[config.mk]
export PLATFORM = sky130hd
export DESIGN_NAME = adpr_predict
export DESIGN_NICKNAME = d
export VERILOG_FILES = /design/src/design/adpr_pkg.sv /design/src/design/adpr_predict.sv
export SDC_FILE = /design/constraint.sdc
export NUM_CORES = 1
export LEC_CHECK = 0
export CAP_MARGIN = 40
export CORE_ASPECT_RATIO = 1.75
export CORE_MARGIN = 5
export CORE_UTILIZATION = 60
export DETAILED_ROUTE_END_ITERATION = 10
export DONT_BUFFER_PORTS = 1
export PLACE_DENSITY_LB_ADDON = 0.15
export SYNTH_ARGS = -nofsm -noshare
export SYNTH_HDL_FRONTEND = slang
export SYNTH_SLANG_ARGS = --single-unit
[constraint.sdc]
create_clock -name vclk -period 32.7
set_clock_uncertainty 0.15 [all_clocks]
set_input_delay 1.635 -clock vclk [all_inputs]
set_output_delay 1.635 -clock vclk [all_outputs]
set_load 0.1 [all_outputs]
[src/design/adpr_pkg.sv]
// Shared types, constants and helpers of the adaptive DPCM pixel reconstructor.
package adpr_pkg;

	localparam int MAX_WIDTH    = 1024;
	localparam int RESIDUAL_W   = 17;
	localparam int PIXEL_W      = 16;
	localparam int STORE_W      = 32;
	localparam int LINE_WIDTH_W = 11;
	localparam int LINE_TOTAL_W = 16;
	localparam int APB_ADDR_W   = 4;
	localparam int APB_DATA_W   = 32;

	localparam logic [STORE_W-1:0] GRAD_LIMIT = 32'd1000;

	localparam logic [LINE_WIDTH_W-1:0] LINE_WIDTH_RESET = 11'd256;
	localparam logic [LINE_TOTAL_W-1:0] LINE_TOTAL_RESET = 16'd256;

	// Register indexes, taken from paddr[3:2].
	localparam logic [1:0] REG_LINE_WIDTH      = 2'd0;
	localparam logic [1:0] REG_LINE_TOTAL      = 2'd1;
	localparam logic [1:0] REG_SKIP_PREDICTION = 2'd2;

	typedef logic [1:0]         buf_t;
	typedef logic [STORE_W-1:0] word_t;

	// Neighbors of the pixel being decoded: U is the line above, D the line above that.
	typedef struct packed {
		word_t u_m1;
		word_t u_0;
		word_t u_p1;
		word_t d_m2;
		word_t d_0;
		word_t d_p2;
	} nbr_t;

	// Which gradients may be used and how the pixel is stored.
	typedef struct packed {
		logic col_gt0;
		logic col_gt1;
		logic row_gt1;
		logic anti_ok;
		logic skip;
	} cond_t;

	// Line buffer roles now and after the current item.
	typedef struct packed {
		logic fire;
		logic new_line;
		buf_t cur;
		buf_t up;
		buf_t up2;
		buf_t nxt_up;
		buf_t nxt_up2;
	} step_t;

	function automatic buf_t buf_next(input buf_t b);
		buf_next = (b == 2'd2) ? 2'd0 : buf_t'(b + 2'd1);
	endfunction

endpackage

[src/design/adpr_predict.sv]
// Gradient measurement, predictor choice and pixel reconstruction.
module adpr_predict (
	input  logic signed [adpr_pkg::RESIDUAL_W-1:0] residual,
	input  adpr_pkg::nbr_t                         nbr,
	input  adpr_pkg::word_t                        left0,
	input  adpr_pkg::word_t                        left1,
	input  adpr_pkg::cond_t                        cond,
	output adpr_pkg::word_t                        val
);

	localparam logic [2:0] PRED_NONE    = 3'd0;
	localparam logic [2:0] PRED_LEFT    = 3'd1;
	localparam logic [2:0] PRED_UP      = 3'd2;
	localparam logic [2:0] PRED_UPLEFT  = 3'd3;
	localparam logic [2:0] PRED_UPRIGHT = 3'd4;

	function automatic adpr_pkg::word_t magnitude(input adpr_pkg::word_t a,
	                                              input adpr_pkg::word_t b);
		adpr_pkg::word_t d;
		d = a - b;
		magnitude = d[adpr_pkg::STORE_W-1] ? adpr_pkg::word_t'(-d) : d;
	endfunction

	adpr_pkg::word_t res, g_h, g_v, g_d, g_a, best, pv;
	logic [2:0]      pred;

	assign res = adpr_pkg::word_t'(residual);
	assign g_h = magnitude(left0, left1);
	assign g_v = magnitude(nbr.u_0, nbr.d_0);
	assign g_d = magnitude(nbr.u_m1, nbr.d_m2);
	assign g_a = magnitude(nbr.u_p1, nbr.d_p2);

	// Strict compares keep ties with the earlier gradient.
	always_comb begin
		best = adpr_pkg::GRAD_LIMIT;
		pred = PRED_NONE;
		if (cond.col_gt1 && g_h < best) begin
			best = g_h;
			pred = PRED_LEFT;
		end
		if (cond.row_gt1 && g_v < best) begin
			best = g_v;
			pred = PRED_UP;
		end
		if (cond.row_gt1 && cond.col_gt1 && g_d < best) begin
			best = g_d;
			pred = PRED_UPLEFT;
		end
		if (cond.anti_ok && g_a < best) begin
			pred = PRED_UPRIGHT;
		end
	end

	always_comb begin
		case (pred)
			PRED_UP:      pv = nbr.u_0;
			PRED_UPLEFT:  pv = nbr.u_m1;
			PRED_UPRIGHT: pv = nbr.u_p1;
			default:      pv = cond.col_gt0 ? left0 : '0;
		endcase
		val = cond.skip ? res : res + pv;
	end

endmodule

==> results.md <==
* Status: completed
* Crit path top cell by count: a21o_1
* Mapped Avg Cell Area at 6.75 um2
* Setup TNS at 0 ns
* Fin crit share at between 60% and 70%
* Max cap viols at 0
* Setup Crit Path Kind: in -> out
* Synth area leaders: ha_1, xnor2_1, a21oi_1
* GR Util All Layers at 34.6%
* Share of post-route cells with drive strength above 1 at 6.31%
* Worst Hold Depth at 2
* End of the worst hold path: val[22]
* Clock buffers at 0
* Most common cell after layout, fill and taps aside: ha_1
* Pins Over Slew Limit at 0
* GPL Wtd Cong at roughly 1.1
* Register area at 0 um2
* Routed wire length at 53,000 um
* Vias per cell at 6.57
* Core ar. at around 25,000 um2
* CP startpoint kind: input port
* Die Wd at approximately 130 um
* Initial antenna violation count at 1
* Syn-to-layout area delta at 5.77%
* Final number of hold-violating endpoints at 0
* Number of I/O pins at 310
* HPWL Detailed at 46,200 um
* Cells after synthesis at 2,259
* DIE AREA at slightly below 30,000 um2
* Critical Path RT at 30.91 ns
* Grt total ovfl at 0
* Setup WS pre-CTS at 11.12 ns
* Setup bufs post-CTS at 0
* Number of global-route vias before repair at about 17,000
* Multi-input logic area at 14,500 um2
* Worst-Margin Slew at 0.933 ns
* F_max at ~0.046 GHz
* IO Port Bufs at 0
* Mapped Area at 15,300 um2
* DRT Pass-1 Iters at 6
* CP Capture Type: output pin
* Routed vias at between 15,000 and 20,000
* FFs & Latches at 0
* Die Y at 221 um
* Largest fanout on the critical path at 67
* PD cells at 99.2 nW/um2
* RSZ-0062 raised after global routing: no
* First-pass GRT wire length at 82,900 um
* Largest net degree at the start of global routing at 68
* Worst Min Path Start: cond[0]
* Nets@finish at roughly 2,800
* Hold WC Path Type: in -> out
* Fillers at 2,414
* Crit path max-delay cell type: or4_1
* Register area share after synthesis at 0%
* Final ANT Viol Nets at 0
* Post-CTS Resized at 0
* Worst setup margin at 10.92 ns
* Residual DRC count at 0
* Top-area cell type share of the netlist area at 20.7%
* Setup violations, final at 0
* Pleak at about 0.0076 uW
* Period minus WS final at 21.78 ns
* Arr. time, crit path at 20.00 ns
* Slew margin rel. at 37.3%
* Crit-path max cell delay at between 0.6 and 0.7 ns
* Starting density of the core at between 60% and 70%
* Cell variety after synth at slightly below 100
* Most frequent cells in the layout: ha_1, inv_1, nand2_1, nor2_1, a21oi_1
* # hold bufs at CTS at 0
* Iter 0 DRT Violations at 1,026
* Peak supply drop at 0.0802 mV
* Placement Rows at 77
* DR WL/cell at 20.7 um
* Post-synth top area cell: ha_1
* Synth warnings at 0
==> critical path, delay by kind of cell <==
family	cells	cell delay (ns)
compound gates	47	10.46
simple gates	16	4.10
buf+inv	6	1.86
fa+ha+maj	6	1.85
==> stage by stage <==
stage               std cells  cell area [um2]  util, %  hold WS, ns  total power, uW
detailed placement       2565            16100     64.2         3.34             1580
global route             2566            16100     64.2         3.34             1730
global placement         2537            15700     62.4         3.37             1420
finish                   2566            16100     64.2         3.34             1600
floorplan                2280            15300        -         3.59             1170
CTS                      2565            16100     64.2         3.34             1590
==> how the worst max path moves through the flow <==
stage                   from  endpoint  depth (start not counted)
global route        left0[0]   val[31]                         78
CTS                 left0[0]   val[31]                         76
floorplan           left0[0]   val[31]                         78
global placement    left0[0]   val[30]                         75
finish              left0[0]   val[31]                         75
detailed placement  left0[0]   val[31]                         76
==> power breakdown <==
group          switching, uW  internal, uW
logic                   1020           576
registers                  0             0
clock network              0    0.00000409
total                   1020           576
==> synthesized netlist by cell type, types with 40 or more instances <==
master / n
xnor2_1: 149
and3_1: 50
o31ai_1: 44
a21o_1: 85
nand2b_1: 42
inv_1: 189
a21oi_1: 171
xor2_1: 80
nand2_1: 187
clkbuf_1: 46
o21ai_0: 137
nand4_1: 40
a211oi_1: 54
nor2_1: 187
nand3_1: 52
nor3_1: 51
ha_1: 252
==> logic make-up after synthesis <==
logic type      share of synthesized area (%)
compound gates                           31.9
xor+xnor                                 13.1
fa+ha+maj                                21.3
buf+inv                                  6.73
mux                                      1.38
other cells                            0.0246
simple gates                             25.4
==> area by class of cell <==
type               instances  area share [%]
diodes                     1          0.0155
multi-input cells       2019            89.6
inverters                189            4.40
repair buffers            41            3.52
well taps                316            2.45
==> metal layers <==
layer	wire length, um	GRT usage (%)	vias to the layer above
li1	-	-	8249
met5	0	0	-
met4	3260	16.4	0
met2	27300	65.8	608
met1	19200	36.0	7801
met3	3290	4.68	193
(Power assumes the default switching activity.)
